File: config.mk
export PLATFORM = sky130hd
export DESIGN_NAME = calendar_date_serial_unit
export DESIGN_NICKNAME = d
export VERILOG_FILES = /design/src/sv/cdsu_pkg.sv /design/src/sv/calendar_date_serial_unit.sv
export SDC_FILE = /design/constraint.sdc
export NUM_CORES = 2
export LEC_CHECK = 0
export BUFFER_PORTS_ARGS = -buffer_cell sky130_fd_sc_hd__buf_4
export CORE_MARGIN = 1
export CORE_UTILIZATION = 45
export DETAILED_ROUTE_END_ITERATION = 10
export GPL_TIMING_DRIVEN = 0
export SYNTH_ARGS = -nofsm -noshare
export SYNTH_HDL_FRONTEND = slang
export SYNTH_SLANG_ARGS = --single-unit
File: constraint.sdc
create_clock -name clk -period 11.7 [get_ports clk]
set_clock_uncertainty 0.2 [all_clocks]
set_input_delay 0.585 -clock clk [delete_from_list [all_inputs] [get_ports clk]]
set_output_delay 0.585 -clock clk [all_outputs]
set_load 0.02 [all_outputs]
File: src/sv/cdsu_pkg.sv
package cdsu_pkg;

  typedef enum logic [1:0] {
    OP_TO_DATE    = 2'd0,
    OP_TO_SERIAL  = 2'd1,
    OP_ADD_MONTHS = 2'd2,
    OP_ADD_DAYS   = 2'd3
  } op_t;

  localparam int unsigned SERIAL_MIN = 2;
  localparam int unsigned SERIAL_MAX = 2958465;
  localparam int unsigned YEAR_MIN   = 1900;
  localparam int unsigned YEAR_MAX   = 9999;

  // Month index (year * 12 + month - 1) limits for the add-months path.
  localparam int unsigned MIDX_MIN = YEAR_MIN * 12;
  localparam int unsigned MIDX_MAX = YEAR_MAX * 12 + 11;

  // serial = day + march_days + 365*y' + y'/4 - y'/100 + y'/400 - SERIAL_BASE,
  // where y' is the year counted from March.
  localparam int unsigned SERIAL_BASE = 693900;
  // Offset from the serial count to the day number used by the inverse conversion.
  localparam int unsigned JDN_SHIFT   = 2447063;
  localparam int unsigned DAYS_400Y   = 146097;
  localparam int unsigned DAYS_4Y     = 1461;
  localparam int unsigned EPOCH_YEARS = 4800;

  // Reciprocals for division by constants; each is exact over the full
  // operand width at its use.
  localparam int unsigned DIV100_SH  = 21;
  localparam logic [14:0] DIV100_MUL =
    15'(((64'd1 << DIV100_SH) + 64'd99) / 64'd100);
  localparam int unsigned DIV12_SH   = 21;
  localparam logic [17:0] DIV12_MUL  =
    18'(((64'd1 << DIV12_SH) + 64'd11) / 64'd12);
  localparam int unsigned DIV400Y_SH  = 43;
  localparam logic [25:0] DIV400Y_MUL =
    26'(((64'd1 << DIV400Y_SH) + 64'd146096) / 64'd146097);
  localparam int unsigned DIV4Y_SH   = 31;
  localparam logic [20:0] DIV4Y_MUL  =
    21'(((64'd1 << DIV4Y_SH) + 64'd1460) / 64'd1461);
  localparam int unsigned DIV153_SH  = 19;
  localparam logic [11:0] DIV153_MUL =
    12'(((64'd1 << DIV153_SH) + 64'd152) / 64'd153);

  function automatic logic [4:0] month_len(input logic [3:0] mon, input logic leap);
    logic [4:0] len;
    unique case (mon)
      4'd1, 4'd3, 4'd5, 4'd7, 4'd8, 4'd10, 4'd12: len = 5'd31;
      4'd4, 4'd6, 4'd9, 4'd11:                    len = 5'd30;
      4'd2:                                       len = leap ? 5'd29 : 5'd28;
      default:                                    len = 5'd0;
    endcase
    return len;
  endfunction

  // Days from March 1 to the first day of month index mm (March is zero).
  function automatic logic [8:0] march_days(input logic [3:0] mm);
    logic [8:0] n;
    unique case (mm)
      4'd0:    n = 9'd0;
      4'd1:    n = 9'd31;
      4'd2:    n = 9'd61;
      4'd3:    n = 9'd92;
      4'd4:    n = 9'd122;
      4'd5:    n = 9'd153;
      4'd6:    n = 9'd184;
      4'd7:    n = 9'd214;
      4'd8:    n = 9'd245;
      4'd9:    n = 9'd275;
      4'd10:   n = 9'd306;
      4'd11:   n = 9'd337;
      default: n = 9'd0;
    endcase
    return n;
  endfunction

  // q100 is the year divided by 100.
  function automatic logic is_century(input logic [13:0] yr, input logic [7:0] q100);
    logic [13:0] rem;
    rem = yr - 14'(q100) * 14'd100;
    return rem == 14'd0;
  endfunction

  function automatic logic leap_year(input logic [13:0] yr, input logic [7:0] q100);
    return (yr[1:0] == 2'd0) && (!is_century(yr, q100) || q100[1:0] == 2'd0);
  endfunction

endpackage

File: src/sv/calendar_date_serial_unit.sv
// Every stage below is registered. Throughput: one word per cycle while
// rsp_stall is low; the chain of reciprocal multiplies that turns a serial
// count back into a date is cut into one multiply per stage.
// A stalled result holds while earlier stages keep filling their bubbles.
// Reset clears the stage valid bits only; the data registers are not reset.
module calendar_date_serial_unit (
  input  logic               clk,
  input  logic               rst,
  input  logic               req_valid,
  output logic               req_stall,
  input  logic [1:0]         op,
  input  logic [13:0]        year,
  input  logic [3:0]         month,
  input  logic [4:0]         day,
  input  logic [21:0]        serial_day,
  input  logic signed [22:0] offset,
  output logic               rsp_valid,
  input  logic               rsp_stall,
  output logic [13:0]        out_year,
  output logic [3:0]         out_month,
  output logic [4:0]         out_day,
  output logic [21:0]        out_serial,
  output logic [4:0]         days_in_month,
  output logic               is_leap,
  output logic               error
);

  localparam int NS = 14;

  logic [NS:1] vld;
  logic [NS:1] vld_in;
  logic [NS:1] en;

  assign vld_in = {vld[NS-1:1], req_valid};

  // A stage may load when the output moves or some stage at or after it is empty.
  generate
    for (genvar k = 1; k <= NS; k++) begin : g_en
      assign en[k] = !rsp_stall || !(&vld[NS:k]);
    end
  endgenerate

  always_ff @(posedge clk) begin
    if (rst) begin
      vld <= '0;
    end else begin
      vld <= (en & vld_in) | (~en & vld);
    end
  end

  assign req_stall = !en[1];
  assign rsp_valid = vld[NS];

  // Stage 1: year / 100, month index, range checks.
  logic [28:0] c1_prod;
  logic [7:0]  c1_yq;
  logic [24:0] c1_t;

  assign c1_prod = 29'(year) * 29'(cdsu_pkg::DIV100_MUL);
  assign c1_yq   = 8'(c1_prod >> cdsu_pkg::DIV100_SH);
  assign c1_t    = 25'(year) * 25'd12 + 25'(month) - 25'd1 + {{2{offset[22]}}, offset};

  cdsu_pkg::op_t s1_op;
  logic [13:0]   s1_year;
  logic [3:0]    s1_month;
  logic [4:0]    s1_day;
  logic [21:0]   s1_serial;
  logic [22:0]   s1_off;
  logic [7:0]    s1_yq;
  logic [24:0]   s1_t;
  logic          s1_y_ok;
  logic          s1_m_ok;
  logic          s1_s_ok;

  always_ff @(posedge clk) begin
    if (en[1]) begin
      s1_op     <= cdsu_pkg::op_t'(op);
      s1_year   <= year;
      s1_month  <= month;
      s1_day    <= day;
      s1_serial <= serial_day;
      s1_off    <= offset;
      s1_yq     <= c1_yq;
      s1_t      <= c1_t;
      s1_y_ok   <= year >= 14'(cdsu_pkg::YEAR_MIN) && year <= 14'(cdsu_pkg::YEAR_MAX);
      s1_m_ok   <= month >= 4'd1 && month <= 4'd12;
      s1_s_ok   <= serial_day >= 22'(cdsu_pkg::SERIAL_MIN)
                   && serial_day <= 22'(cdsu_pkg::SERIAL_MAX);
    end
  end

  // Stage 2: input date check, month index divided by 12.
  logic        c2_leap;
  logic [4:0]  c2_mlen;
  logic [16:0] c2_u;
  logic [34:0] c2_prod;

  assign c2_leap = cdsu_pkg::leap_year(s1_year, s1_yq);
  assign c2_mlen = cdsu_pkg::month_len(s1_month, c2_leap);
  assign c2_u    = 17'(s1_t - 25'(cdsu_pkg::MIDX_MIN));
  assign c2_prod = 35'(c2_u) * 35'(cdsu_pkg::DIV12_MUL);

  cdsu_pkg::op_t s2_op;
  logic [13:0]   s2_year;
  logic [3:0]    s2_month;
  logic [4:0]    s2_day;
  logic [21:0]   s2_serial;
  logic [22:0]   s2_off;
  logic          s2_s_ok;
  logic          s2_date_ok;
  logic          s2_t_ok;
  logic [16:0]   s2_u;
  logic [12:0]   s2_mq;

  always_ff @(posedge clk) begin
    if (en[2]) begin
      s2_op      <= s1_op;
      s2_year    <= s1_year;
      s2_month   <= s1_month;
      s2_day     <= s1_day;
      s2_serial  <= s1_serial;
      s2_off     <= s1_off;
      s2_s_ok    <= s1_s_ok;
      s2_date_ok <= s1_y_ok && s1_m_ok && s1_day != 5'd0 && s1_day <= c2_mlen;
      s2_t_ok    <= $signed(s1_t) >= $signed(25'(cdsu_pkg::MIDX_MIN))
                    && $signed(s1_t) <= $signed(25'(cdsu_pkg::MIDX_MAX));
      s2_u       <= c2_u;
      s2_mq      <= 13'(c2_prod >> cdsu_pkg::DIV12_SH);
    end
  end

  // Stage 3: pick the date to convert, year / 100 of that date.
  logic [3:0]  c3_rm;
  logic [13:0] c3_y;
  logic [3:0]  c3_m;
  logic [28:0] c3_prod;

  assign c3_rm   = 4'(s2_u - 17'(s2_mq) * 17'd12) + 4'd1;
  assign c3_y    = (s2_op == cdsu_pkg::OP_ADD_MONTHS)
                   ? 14'(cdsu_pkg::YEAR_MIN) + 14'(s2_mq) : s2_year;
  assign c3_m    = (s2_op == cdsu_pkg::OP_ADD_MONTHS) ? c3_rm : s2_month;
  assign c3_prod = 29'(c3_y) * 29'(cdsu_pkg::DIV100_MUL);

  cdsu_pkg::op_t s3_op;
  logic [13:0]   s3_y;
  logic [3:0]    s3_m;
  logic [4:0]    s3_day;
  logic [21:0]   s3_serial;
  logic [22:0]   s3_off;
  logic          s3_s_ok;
  logic          s3_date_ok;
  logic          s3_t_ok;
  logic [7:0]    s3_yq;

  always_ff @(posedge clk) begin
    if (en[3]) begin
      s3_op      <= s2_op;
      s3_y       <= c3_y;
      s3_m       <= c3_m;
      s3_day     <= s2_day;
      s3_serial  <= s2_serial;
      s3_off     <= s2_off;
      s3_s_ok    <= s2_s_ok;
      s3_date_ok <= s2_date_ok;
      s3_t_ok    <= s2_t_ok;
      s3_yq      <= 8'(c3_prod >> cdsu_pkg::DIV100_SH);
    end
  end

  // Stage 4: clamp the day, move to a year that starts in March.
  logic        c4_cent;
  logic        c4_leap;
  logic [4:0]  c4_mlen;
  logic        c4_early;

  assign c4_cent  = cdsu_pkg::is_century(s3_y, s3_yq);
  assign c4_leap  = cdsu_pkg::leap_year(s3_y, s3_yq);
  assign c4_mlen  = cdsu_pkg::month_len(s3_m, c4_leap);
  assign c4_early = s3_m <= 4'd2;

  cdsu_pkg::op_t s4_op;
  logic [4:0]    s4_day;
  logic [3:0]    s4_mm;
  logic [13:0]   s4_yp;
  logic [7:0]    s4_qp;
  logic [21:0]   s4_serial;
  logic [22:0]   s4_off;
  logic          s4_s_ok;
  logic          s4_date_ok;
  logic          s4_t_ok;

  always_ff @(posedge clk) begin
    if (en[4]) begin
      s4_op      <= s3_op;
      s4_day     <= (s3_day > c4_mlen) ? c4_mlen : s3_day;
      s4_mm      <= c4_early ? s3_m + 4'd9 : s3_m - 4'd3;
      s4_yp      <= s3_y - 14'(c4_early);
      // One year back crosses a century boundary only from a round century.
      s4_qp      <= (c4_early && c4_cent) ? s3_yq - 8'd1 : s3_yq;
      s4_serial  <= s3_serial;
      s4_off     <= s3_off;
      s4_s_ok    <= s3_s_ok;
      s4_date_ok <= s3_date_ok;
      s4_t_ok    <= s3_t_ok;
    end
  end

  // Stage 5: date to serial count.
  logic [21:0] c5_ds;

  assign c5_ds = 22'(24'(s4_day) + 24'(cdsu_pkg::march_days(s4_mm))
                     + 24'(s4_yp) * 24'd365 + 24'(s4_yp >> 2)
                     - 24'(s4_qp) + 24'(s4_qp >> 2)
                     - 24'(cdsu_pkg::SERIAL_BASE));

  cdsu_pkg::op_t s5_op;
  logic [21:0]   s5_ds;
  logic [21:0]   s5_serial;
  logic [22:0]   s5_off;
  logic          s5_s_ok;
  logic          s5_date_ok;
  logic          s5_t_ok;

  always_ff @(posedge clk) begin
    if (en[5]) begin
      s5_op      <= s4_op;
      s5_ds      <= c5_ds;
      s5_serial  <= s4_serial;
      s5_off     <= s4_off;
      s5_s_ok    <= s4_s_ok;
      s5_date_ok <= s4_date_ok;
      s5_t_ok    <= s4_t_ok;
    end
  end

  // Stage 6: day offset, error decision, serial count to convert back.
  logic [24:0] c6_ns;
  logic        c6_ns_ok;
  logic [21:0] c6_cs;
  logic        c6_err;

  assign c6_ns    = 25'(s5_ds) + {{2{s5_off[22]}}, s5_off};
  assign c6_ns_ok = $signed(c6_ns) >= $signed(25'(cdsu_pkg::SERIAL_MIN))
                    && $signed(c6_ns) <= $signed(25'(cdsu_pkg::SERIAL_MAX));

  always_comb begin
    unique case (s5_op)
      cdsu_pkg::OP_TO_DATE: begin
        c6_cs  = s5_serial;
        c6_err = !s5_s_ok;
      end
      cdsu_pkg::OP_TO_SERIAL: begin
        c6_cs  = s5_ds;
        c6_err = !s5_date_ok;
      end
      cdsu_pkg::OP_ADD_MONTHS: begin
        c6_cs  = s5_ds;
        c6_err = !s5_date_ok || !s5_t_ok;
      end
      cdsu_pkg::OP_ADD_DAYS: begin
        c6_cs  = 22'(c6_ns);
        c6_err = !s5_date_ok || !c6_ns_ok;
      end
      default: begin
        c6_cs  = s5_serial;
        c6_err = 1'b1;
      end
    endcase
  end

  logic [21:0] s6_cs;
  logic        s6_err;

  always_ff @(posedge clk) begin
    if (en[6]) begin
      s6_cs  <= c6_cs;
      s6_err <= c6_err;
    end
  end

  // Stage 7: 400-year cycle number. Every result, even a plain date to serial,
  // is rebuilt from its serial count so the tail is shared by all operations.
  logic [22:0] c7_a;
  logic [50:0] c7_prod;

  assign c7_a    = 23'(s6_cs) + 23'(cdsu_pkg::JDN_SHIFT);
  assign c7_prod = 51'({c7_a, 2'b11}) * 51'(cdsu_pkg::DIV400Y_MUL);

  logic [22:0] s7_a;
  logic [7:0]  s7_b;
  logic [21:0] s7_cs;
  logic        s7_err;

  always_ff @(posedge clk) begin
    if (en[7]) begin
      s7_a   <= c7_a;
      s7_b   <= 8'(c7_prod >> cdsu_pkg::DIV400Y_SH);
      s7_cs  <= s6_cs;
      s7_err <= s6_err;
    end
  end

  // Stage 8: day within the 400-year cycle.
  logic [17:0] c8_c;

  assign c8_c = 18'(s7_a - 23'((26'(s7_b) * 26'(cdsu_pkg::DAYS_400Y)) >> 2));

  logic [7:0]  s8_b;
  logic [17:0] s8_c;
  logic [21:0] s8_cs;
  logic        s8_err;

  always_ff @(posedge clk) begin
    if (en[8]) begin
      s8_b   <= s7_b;
      s8_c   <= c8_c;
      s8_cs  <= s7_cs;
      s8_err <= s7_err;
    end
  end

  // Stage 9: year within the cycle.
  logic [40:0] c9_prod;

  assign c9_prod = 41'({s8_c, 2'b11}) * 41'(cdsu_pkg::DIV4Y_MUL);

  logic [7:0]  s9_b;
  logic [17:0] s9_c;
  logic [8:0]  s9_e4;
  logic [21:0] s9_cs;
  logic        s9_err;

  always_ff @(posedge clk) begin
    if (en[9]) begin
      s9_b   <= s8_b;
      s9_c   <= s8_c;
      s9_e4  <= 9'(c9_prod >> cdsu_pkg::DIV4Y_SH);
      s9_cs  <= s8_cs;
      s9_err <= s8_err;
    end
  end

  // Stage 10: day within the March-based year.
  logic [8:0] c10_e;

  assign c10_e = 9'(s9_c - 18'((21'(s9_e4) * 21'(cdsu_pkg::DAYS_4Y)) >> 2));

  logic [7:0]  s10_b;
  logic [8:0]  s10_e;
  logic [8:0]  s10_e4;
  logic [21:0] s10_cs;
  logic        s10_err;

  always_ff @(posedge clk) begin
    if (en[10]) begin
      s10_b   <= s9_b;
      s10_e   <= c10_e;
      s10_e4  <= s9_e4;
      s10_cs  <= s9_cs;
      s10_err <= s9_err;
    end
  end

  // Stage 11: month within the March-based year.
  logic [10:0] c11_x;
  logic [22:0] c11_prod;

  assign c11_x    = 11'(12'(s10_e) * 12'd5 + 12'd2);
  assign c11_prod = 23'(c11_x) * 23'(cdsu_pkg::DIV153_MUL);

  logic [7:0]  s11_b;
  logic [8:0]  s11_e;
  logic [8:0]  s11_e4;
  logic [3:0]  s11_mm;
  logic [21:0] s11_cs;
  logic        s11_err;

  always_ff @(posedge clk) begin
    if (en[11]) begin
      s11_b   <= s10_b;
      s11_e   <= s10_e;
      s11_e4  <= s10_e4;
      s11_mm  <= 4'(c11_prod >> cdsu_pkg::DIV153_SH);
      s11_cs  <= s10_cs;
      s11_err <= s10_err;
    end
  end

  // Stage 12: calendar year, month and day.
  logic c12_wrap;

  assign c12_wrap = s11_mm >= 4'd10;

  logic [13:0] s12_year;
  logic [3:0]  s12_mon;
  logic [4:0]  s12_day;
  logic [21:0] s12_cs;
  logic        s12_err;

  always_ff @(posedge clk) begin
    if (en[12]) begin
      s12_year <= 14'(15'(s11_b) * 15'd100 + 15'(s11_e4)
                      - 15'(cdsu_pkg::EPOCH_YEARS) + 15'(c12_wrap));
      s12_mon  <= c12_wrap ? s11_mm - 4'd9 : s11_mm + 4'd3;
      s12_day  <= 5'(s11_e - cdsu_pkg::march_days(s11_mm) + 9'd1);
      s12_cs   <= s11_cs;
      s12_err  <= s11_err;
    end
  end

  // Stage 13: year / 100 for the leap-year flag.
  logic [28:0] c13_prod;

  assign c13_prod = 29'(s12_year) * 29'(cdsu_pkg::DIV100_MUL);

  logic [13:0] s13_year;
  logic [3:0]  s13_mon;
  logic [4:0]  s13_day;
  logic [21:0] s13_cs;
  logic        s13_err;
  logic [7:0]  s13_yq;

  always_ff @(posedge clk) begin
    if (en[13]) begin
      s13_year <= s12_year;
      s13_mon  <= s12_mon;
      s13_day  <= s12_day;
      s13_cs   <= s12_cs;
      s13_err  <= s12_err;
      s13_yq   <= 8'(c13_prod >> cdsu_pkg::DIV100_SH);
    end
  end

  // Stage 14: output register.
  logic       c14_leap;
  logic [4:0] c14_mlen;

  assign c14_leap = cdsu_pkg::leap_year(s13_year, s13_yq);
  assign c14_mlen = cdsu_pkg::month_len(s13_mon, c14_leap);

  always_ff @(posedge clk) begin
    if (en[14]) begin
      if (s13_err) begin
        out_year      <= '0;
        out_month     <= '0;
        out_day       <= '0;
        out_serial    <= '0;
        days_in_month <= '0;
        is_leap       <= 1'b0;
        error         <= 1'b1;
      end else begin
        out_year      <= s13_year;
        out_month     <= s13_mon;
        out_day       <= s13_day;
        out_serial    <= s13_cs;
        days_in_month <= c14_mlen;
        is_leap       <= c14_leap;
        error         <= 1'b0;
      end
    end
  end

  a_err_zero: assert property (@(posedge clk) disable iff (rst)
    rsp_valid && error |-> out_year == 14'd0 && out_month == 4'd0 && out_day == 5'd0
                           && out_serial == 22'd0 && days_in_month == 5'd0 && !is_leap)
    else $error("error word carries nonzero fields");

  a_date_shape: assert property (@(posedge clk) disable iff (rst)
    rsp_valid && !error |-> out_month >= 4'd1 && out_month <= 4'd12 && out_day != 5'd0
                            && out_day <= days_in_month && days_in_month >= 5'd28)
    else $error("result date is not a calendar date");

  a_serial_range: assert property (@(posedge clk) disable iff (rst)
    rsp_valid && !error |-> out_serial >= 22'(cdsu_pkg::SERIAL_MIN)
                            && out_serial <= 22'(cdsu_pkg::SERIAL_MAX))
    else $error("result serial count out of range");

  a_stall_cause: assert property (@(posedge clk) disable iff (rst)
    req_stall |-> rsp_valid && rsp_stall)
    else $error("input stalled while the output is free");

endmodule
# --- Yosys cells after proc, flatten, opt, wreduce, memory -nomap -nowiden ---
# Memories as Yosys holds them, arrays and structs flattened. A register that Yosys moved wholly into a read port is not among the register bits.
# Index checks and enable logic that the tools add are counted.
totals:
  elab_cells: 306
  mem_count: 2
  mem_bits_ro: 288
  mem_bits_rw: 0
  output_inout_bits: 54
  in_bits: 74
  latch_bits: 0
  ff_bits: 863
mem_list:
  columns: ["name", "words", "width", "read_ports", "rd_clocked_by_memory_dff", "write_ports", "line", "text"]
  rows:
  - ["(name not given)", 16, 9, 1, 1, 0, "cdsu_pkg.sv:60", "unique case (mm)"]
  - ["(name not given)", 16, 9, 1, 1, 0, "cdsu_pkg.sv:60", null]
op_classes:
  eq_ne: 40
  add_sub_neg: 32
  bitwise: 4
  n_reduce_logical: 85
  div_mod_pow: 0
  mux: 18
  n_mul: 17
  n_lt_le_gt_ge: 14
  shift: 0
ops:
  columns: ["cell", "n"]
  rows:
  - ["14-bit by 13-bit multiplier with 27-bit output (second input constant)", 3]
  - ["22-bit one-hot mux with 3 select lines", 1]
  - ["4-bit == test (second input constant)", 15]
  - ["25-bit by 24-bit multiplier with 49-bit output (second input constant)", 1]
  - ["4-bit by 3-bit == test with 1-bit output (second input constant)", 12]
  - ["8-bit by 5-bit multiplier with 12-bit output (second input constant)", 4]
  - ["5-bit one-hot mux with 3 select lines", 3]
  - ["14-bit zero test", 3]
  - ["14-bit subtractor", 3]
  - ["20-bit by 21-bit multiplier with 40-bit output (second input constant)", 1]
  - ["17-bit by 18-bit multiplier with 34-bit output (second input constant)", 1]
  - ["14-bit bitwise AND", 2]
  - ["20-bit by 23-bit adder with 24-bit output", 1]
  - ["23-bit by 23-bit adder with 24-bit output", 1]
  - ["4-bit by 2-bit == test with 1-bit output (second input constant)", 6]
  - ["24-bit by 16-bit greater-or-equal comparator with 1-bit output (second input constant)", 1]
  - ["24-bit by 3-bit greater-or-equal comparator with 1-bit output (second input constant)", 1]
  - ["24-bit by 18-bit <= comparator with 1-bit output (second input constant)", 1]
  - ["24-bit by 23-bit <= comparator with 1-bit output (second input constant)", 1]
  - ["22-bit by 22-bit adder with 23-bit output (second input constant)", 1]
  - ["1-bit zero test", 23]
  - ["11-bit by 12-bit multiplier with 23-bit output (second input constant)", 1]
  - ["10-bit by 22-bit adder with 22-bit output", 1]
  - ["22-bit by 12-bit adder with 22-bit output", 1]
  - ["other kinds (71)", 122]

# --- Longest topological paths before layout ---
logic_depth:
  depth_word: 10
  ltp_mapped: 36
  depth_no_buf: 35

# --- Worst setup path after synthesis ---
# No wires, ideal clock.
synth_timing:
  path_kind: "input -> output"
  from: "input rsp_stall"
  to: "output req_stall"
  required_time_ns: 10.915
  stages: 10
  arrival_ns: 9.948
  setup_slack_ns: 0.967
  path_buffers: 1
  cell_sequence: "and3_1 and3_1 clkbuf_1 nand3_1 nor2_1 and2_1 nand4_1 nor2_1 nand3_1 inv_1"
synth_between:
  elab_chain_cells: 3
synth_rtl:
  columns: ["element", "line", "text"]
  rows:
  - ["start: declaration", "calendar_date_serial_unit.sv:18", "input logic rsp_stall,"]
  - ["1-bit zero test", "calendar_date_serial_unit.sv:39", "assign en[k] = !rsp_stall || !(&vld[NS:k]);"]
  - ["1-bit logical OR", "calendar_date_serial_unit.sv:39", null]
  - ["1-bit zero test", "calendar_date_serial_unit.sv:51", "assign req_stall = !en[1];"]
  - ["end: declaration", "calendar_date_serial_unit.sv:10", "output logic req_stall,"]
# No other way between the ends.

# --- Final worst setup path ---
layout_timing:
  from: "register s6_cs[0]"
  to: "register s7_b[7], data pin"
layout_between:
  elab_chain_cells: 2
layout_rtl:
  columns: ["element", "line", "text"]
  rows:
  - ["start: declaration", "calendar_date_serial_unit.sv:271", "logic [21:0] s6_cs;"]
  - ["start signal: assignment", "calendar_date_serial_unit.sv:276", "s6_cs <= c6_cs;"]
  - ["22-bit by 22-bit adder with 23-bit output", "calendar_date_serial_unit.sv:286", "assign c7_a = 23'(s6_cs) + 23'(cdsu_pkg::JDN_SHIFT);"]
  - ["via c7_a[17]", "calendar_date_serial_unit.sv:283", "logic [22:0] c7_a;"]
  - ["25-bit by 24-bit multiplier with 49-bit output", "calendar_date_serial_unit.sv:287", "assign c7_prod = 51'({c7_a, 2'b11}) * 51'(cdsu_pkg::DIV400Y_MUL);"]
  - ["via c7_prod[50]", "calendar_date_serial_unit.sv:284", "logic [50:0] c7_prod;"]
  - ["end signal: assignment", "calendar_date_serial_unit.sv:297", "s7_b <= 8'(c7_prod >> cdsu_pkg::DIV400Y_SH);"]
  - ["end: declaration", "calendar_date_serial_unit.sv:290", "logic [7:0] s7_b;"]
# The timed path passes the listed nets, and every way through them passes these cells.
# A chain may end at the register's enable or synchronous reset.

==> flow_summary.html <==
<table>
<tr><th>Metric</th><th>Value</th></tr>
<tr><th colspan="2">Status</th></tr>
<tr><td>Outcome</td><td>complete, no violations</td></tr>
<tr><th colspan="2">Place</th></tr>
<tr><td>Count of buffers from port buffering</td><td>127</td></tr>
<tr><td>Cell area reported after detailed placement</td><td>between 80000 and 90000 sq um</td></tr>
<tr><td>Detailed Place HPWL</td><td>133 mm</td></tr>
<tr><td>Gpl congestion</td><td>0.924</td></tr>
<tr><th colspan="2">Routing</th></tr>
<tr><td>Via count normalized by instance count</td><td>about 4.9</td></tr>
<tr><td>Antenna-violating nets left</td><td>0</td></tr>
<tr><td>Via count</td><td>46300</td></tr>
<tr><td>Violation count after the first detailed-route iteration</td><td>1971</td></tr>
<tr><td>DR DRC count</td><td>0</td></tr>
<tr><td>Total iterations of the first detailed-routing run</td><td>5</td></tr>
<tr><td>WL per Instance</td><td>about 17 um</td></tr>
<tr><td>Overall routed net length</td><td>between 150 and 200 mm</td></tr>
<tr><th colspan="2">Clocking</th></tr>
<tr><td>Clock net sink count</td><td>between 800 and 900</td></tr>
<tr><td>TritonCTS clock tree</td><td>built</td></tr>
<tr><td>Root buffer cell</td><td>clkbuf_16</td></tr>
<tr><td>Htree depth</td><td>3</td></tr>
<tr><td>Post-CTS Setup Repair Bufs</td><td>0</td></tr>
<tr><td>Total CTS buffers</td><td>95</td></tr>
<tr><td>Max clock buf depth</td><td>3</td></tr>
<tr><td>Post-CTS Resized</td><td>0</td></tr>
<tr><td>Number of hold buffers added after CTS</td><td>73</td></tr>
<tr><td>Post-CTS clock slew at the launch and capture registers of the worst setup and hold paths</td><td>0.06 ns</td></tr>
<tr><td>Skew-Pair Late Insertion Delay</td><td>0.74 ns</td></tr>
<tr><th colspan="2">Worst setup path</th></tr>
<tr><td>WP buf/inv</td><td>6</td></tr>
<tr><td>Element type at the critical path start</td><td>flop</td></tr>
<tr><td>Critical path depth</td><td>31</td></tr>
<tr><td>Endpoint of the worst register-to-register path</td><td>s7_b[7]</td></tr>
<tr><td>Kind of capture point of the worst setup path</td><td>flop</td></tr>
<tr><td>Largest delay share family, worst path</td><td>adder cells</td></tr>
<tr><td>Internal reg-to-reg setup slack</td><td>1.28 ns</td></tr>
<tr><td>Slowest library cell on the worst path</td><td>a211oi_1</td></tr>
<tr><td>Launch instance of the worst register-to-register path</td><td>s6_cs[0]</td></tr>
<tr><td>Critical path data required time</td><td>11.97 ns</td></tr>
<tr><td>Critical-path maximum fanout</td><td>8</td></tr>
<tr><td>Slowest Stage Delay on Critical Path</td><td>around 0.8 ns</td></tr>
<tr><td>Arrival time of data at the critical path endpoint</td><td>10.69 ns</td></tr>
<tr><td>Number of cells on the worst reg-to-reg path</td><td>31</td></tr>
<tr><td>Kind of critical path</td><td>reg -&gt; reg</td></tr>
<tr><th colspan="2">Die</th></tr>
<tr><td>I/O Pins</td><td>~130</td></tr>
<tr><td>Die area</td><td>roughly 170000 sq um</td></tr>
<tr><td>CORE AREA</td><td>172000 sq um</td></tr>
<tr><td>Die extent in x</td><td>418 um</td></tr>
<tr><td>Cell row count</td><td>roughly 150</td></tr>
<tr><td>Initial core utilization</td><td>45.4%</td></tr>
<tr><td>Die extent in y</td><td>418 um</td></tr>
<tr><th colspan="2">Synthesis</th></tr>
<tr><td>Combined area of all synthesized cells</td><td>approximately 78000 sq um</td></tr>
<tr><td>Post-synthesis async set-or-reset flop share</td><td>0%</td></tr>
<tr><td>Post-synth top area share</td><td>32.6%</td></tr>
<tr><td>Count of flip-flops with a built-in enable after synthesis</td><td>847</td></tr>
<tr><td>Sequential cell area fraction in the yosys report</td><td>33.4%</td></tr>
<tr><td>Most used standard cells in the synthesized netlist</td><td>inv_1 (1616), ha_1 (1400), edfxtp_1 (847)</td></tr>
<tr><td>Distinct cell type count after synthesis</td><td>slightly below 100</td></tr>
<tr><td>Synthesized net count</td><td>8913</td></tr>
<tr><td>Register bit total from synthesis</td><td>875</td></tr>
<tr><td>Dominant cells by area after synthesis</td><td>edfxtp_1 (33%), ha_1 (22%), fa_1 (20%)</td></tr>
<tr><td>Dominant synthesized flop cell</td><td>edfxtp_1</td></tr>
<tr><td>Count leader, synth</td><td>inv_1</td></tr>
<tr><td>Per-instance average area after synthesis</td><td>11.7 sq um</td></tr>
<tr><td>Most area-hungry cell type in the Yosys netlist</td><td>edfxtp_1</td></tr>
<tr><td>Number of cells produced by synthesis</td><td>around 6700</td></tr>
<tr><td>Number of synthesis warnings</td><td>0</td></tr>
<tr><th colspan="2">Run</th></tr>
<tr><td>Max-capacitance violation count</td><td>0</td></tr>
<tr><th colspan="2">Timing</th></tr>
<tr><td>Final period demand of the worst path</td><td>10.42 ns</td></tr>
<tr><td>Transition at the pin with the smallest max-transition slack</td><td>1.34 ns</td></tr>
<tr><td>Unrepaired setup endpoints after global routing</td><td>no</td></tr>
<tr><td>Max Clock Freq</td><td>96.0 MHz</td></tr>
<tr><td>Setup violations, final</td><td>0</td></tr>
<tr><td>Final Slew Violations</td><td>0</td></tr>
<tr><td>Fraction of the cycle the final worst path needs</td><td>89.1%</td></tr>
<tr><td>Slew Limit Headroom</td><td>under 10%</td></tr>
<tr><td>Final hold vios</td><td>0</td></tr>
<tr><th colspan="2">Min path</th></tr>
<tr><td>Start point of the worst min-delay path</td><td>year[13]</td></tr>
<tr><td>End of the worst hold path</td><td>s1_year[13]</td></tr>
<tr><td>Hold-critical path depth</td><td>1</td></tr>
<tr><td>Class of the tightest hold or removal check</td><td>in -&gt; reg</td></tr>
<tr><th colspan="2">Layout</th></tr>
<tr><td>Seq. cell area</td><td>26000 sq um</td></tr>
<tr><td>Layout Utilization</td><td>50.1%</td></tr>
<tr><td>Final design instance area without fill</td><td>86100 sq um</td></tr>
<tr><td>Fin nets</td><td>just over 9000</td></tr>
<tr><td>Area of combinational cells with multiple inputs</td><td>45800 sq um</td></tr>
<tr><td>Relative area change from synthesis to final layout</td><td>10.5%</td></tr>
<tr><td>Proportion of layout cells with a drive suffix above 1</td><td>5.36%</td></tr>
<tr><td>Layout filler cell count</td><td>15200</td></tr>
<tr><th colspan="2">Global route</th></tr>
<tr><td>GRT Overall Usage</td><td>about a fifth</td></tr>
<tr><td>Initial antenna violation count</td><td>0</td></tr>
<tr><td>Global-route wire length before repair</td><td>around 260 mm</td></tr>
<tr><td>Via count of the first global-routing pass</td><td>roughly 49000</td></tr>
<tr><td>Pin count of the biggest net entering global routing</td><td>54</td></tr>
<tr><td>Global route overflow</td><td>0</td></tr>
</table>
metrics by stage:
stage | instances | setup slack (ns) | hold slack [ns] | setup TNS [ns]
after CTS | 9364 | 1.18 | 0.0117 | 0
final | 9367 | 1.28 | 0.0720 | 0
after global placement | 9091 | -4.28 | 0.201 | -723.39
after global routing | 9366 | 0.543 | 0.0322 | 0
after floorplan | 6654 | 0.967 | 0.200 | 0
after detailed placement | 9113 | 1.20 | 0.205 | 0
cell usage in the layout (no fill, tap or decap), types with 19 or more instances in the layout:
master         netlist  routed
a211o_1             21      21
dfxtp_1             28      28
nand2_1            173     169
dlygate4sd3_1        0      73
nand2b_1            34      34
nand3_1             63      60
nand4_1             27      27
o21bai_1            37      37
a21o_1              97      97
nor3_1              81      81
fa_1               785     785
a22oi_1             21      21
xor2_1             111     111
nor2b_1            105     105
o21a_1              44      44
clkbuf_1            20      31
xnor2_1            224     224
a21oi_1            202     202
clkbuf_16            0      96
o21ai_0            136     133
edfxtp_1           847     847
clkinv_2             0      19
a31oi_1             21      21
a211oi_1            25      25
buf_4                2     132
inv_1             1616    1612
or3_1               20      20
ha_1              1400    1400
o211ai_1            20      20
nor2_1             204     204
and3_1              21      21
logic make-up after synthesis:
family                     count (synthesis)  share of synthesized area (%)
adders and majority gates               2185                           42.6
buffers and inverters                   1645                           7.94
DFF                                      875                           33.4
xor gates and xnor gates                 339                           3.87
and+or+nand+nor                          818                           5.23
AOI/OAI and AO/OA                        773                           6.68
muxes                                     19                          0.267
worst max-delay path by stage:
| stage | from | end |
|---|---|---|
| 6_report | s6_cs[0] | s7_b[7] |
| 5_1_grt | s6_cs[0] | s7_b[7] |
| 4_1_cts | s6_cs[0] | s7_b[7] |
| 3_5_place_dp | s6_cs[0] | s7_b[7] |
| 3_3_place_gp | rsp_stall | s1_day[0] |
| 2_1_floorplan | rsp_stall | req_stall |
worst reg2reg max path, delay by kind of cell (launching register included):
kind,cells,cell delay (ns)
XOR/XNOR,2,0.63
AND/OR/NAND/NOR,2,0.30
AO/OA/AOI/OAI,13,3.83
adder cells (fa/ha/maj),8,3.85
buffers and inverters,6,0.78
flip-flops,1,0.61
metal layers:
metal	global-route usage [%]	wire, um
met5	0	0
met4	4.75	3980
met3	2.21	5090
met2	32.9	77800
met1	25.0	71200
area by class of cell:
class	instances	area share [%]
diodes	1	0.00291
plain buffers	28	0.137
clock buffers	108	2.85
clock inverters	70	0.798
inverters	1617	7.05
multi-input cells	4134	53.2
flip-flops and latches	875	30.2
well taps	2310	3.36
repair buffers	224	2.44
flip-flops by register name (all words and copies together) (netlist names), 23 cells and up, named ones only:
register / cells
s1_off: 23
s4_off: 23
s3_off: 23
s2_off: 23
s5_off: 23
s1_t: 24
Power is left out: the tool's default activity adds up to more than one toggle a clock period on the data nets, which glitch-free logic cannot reach.
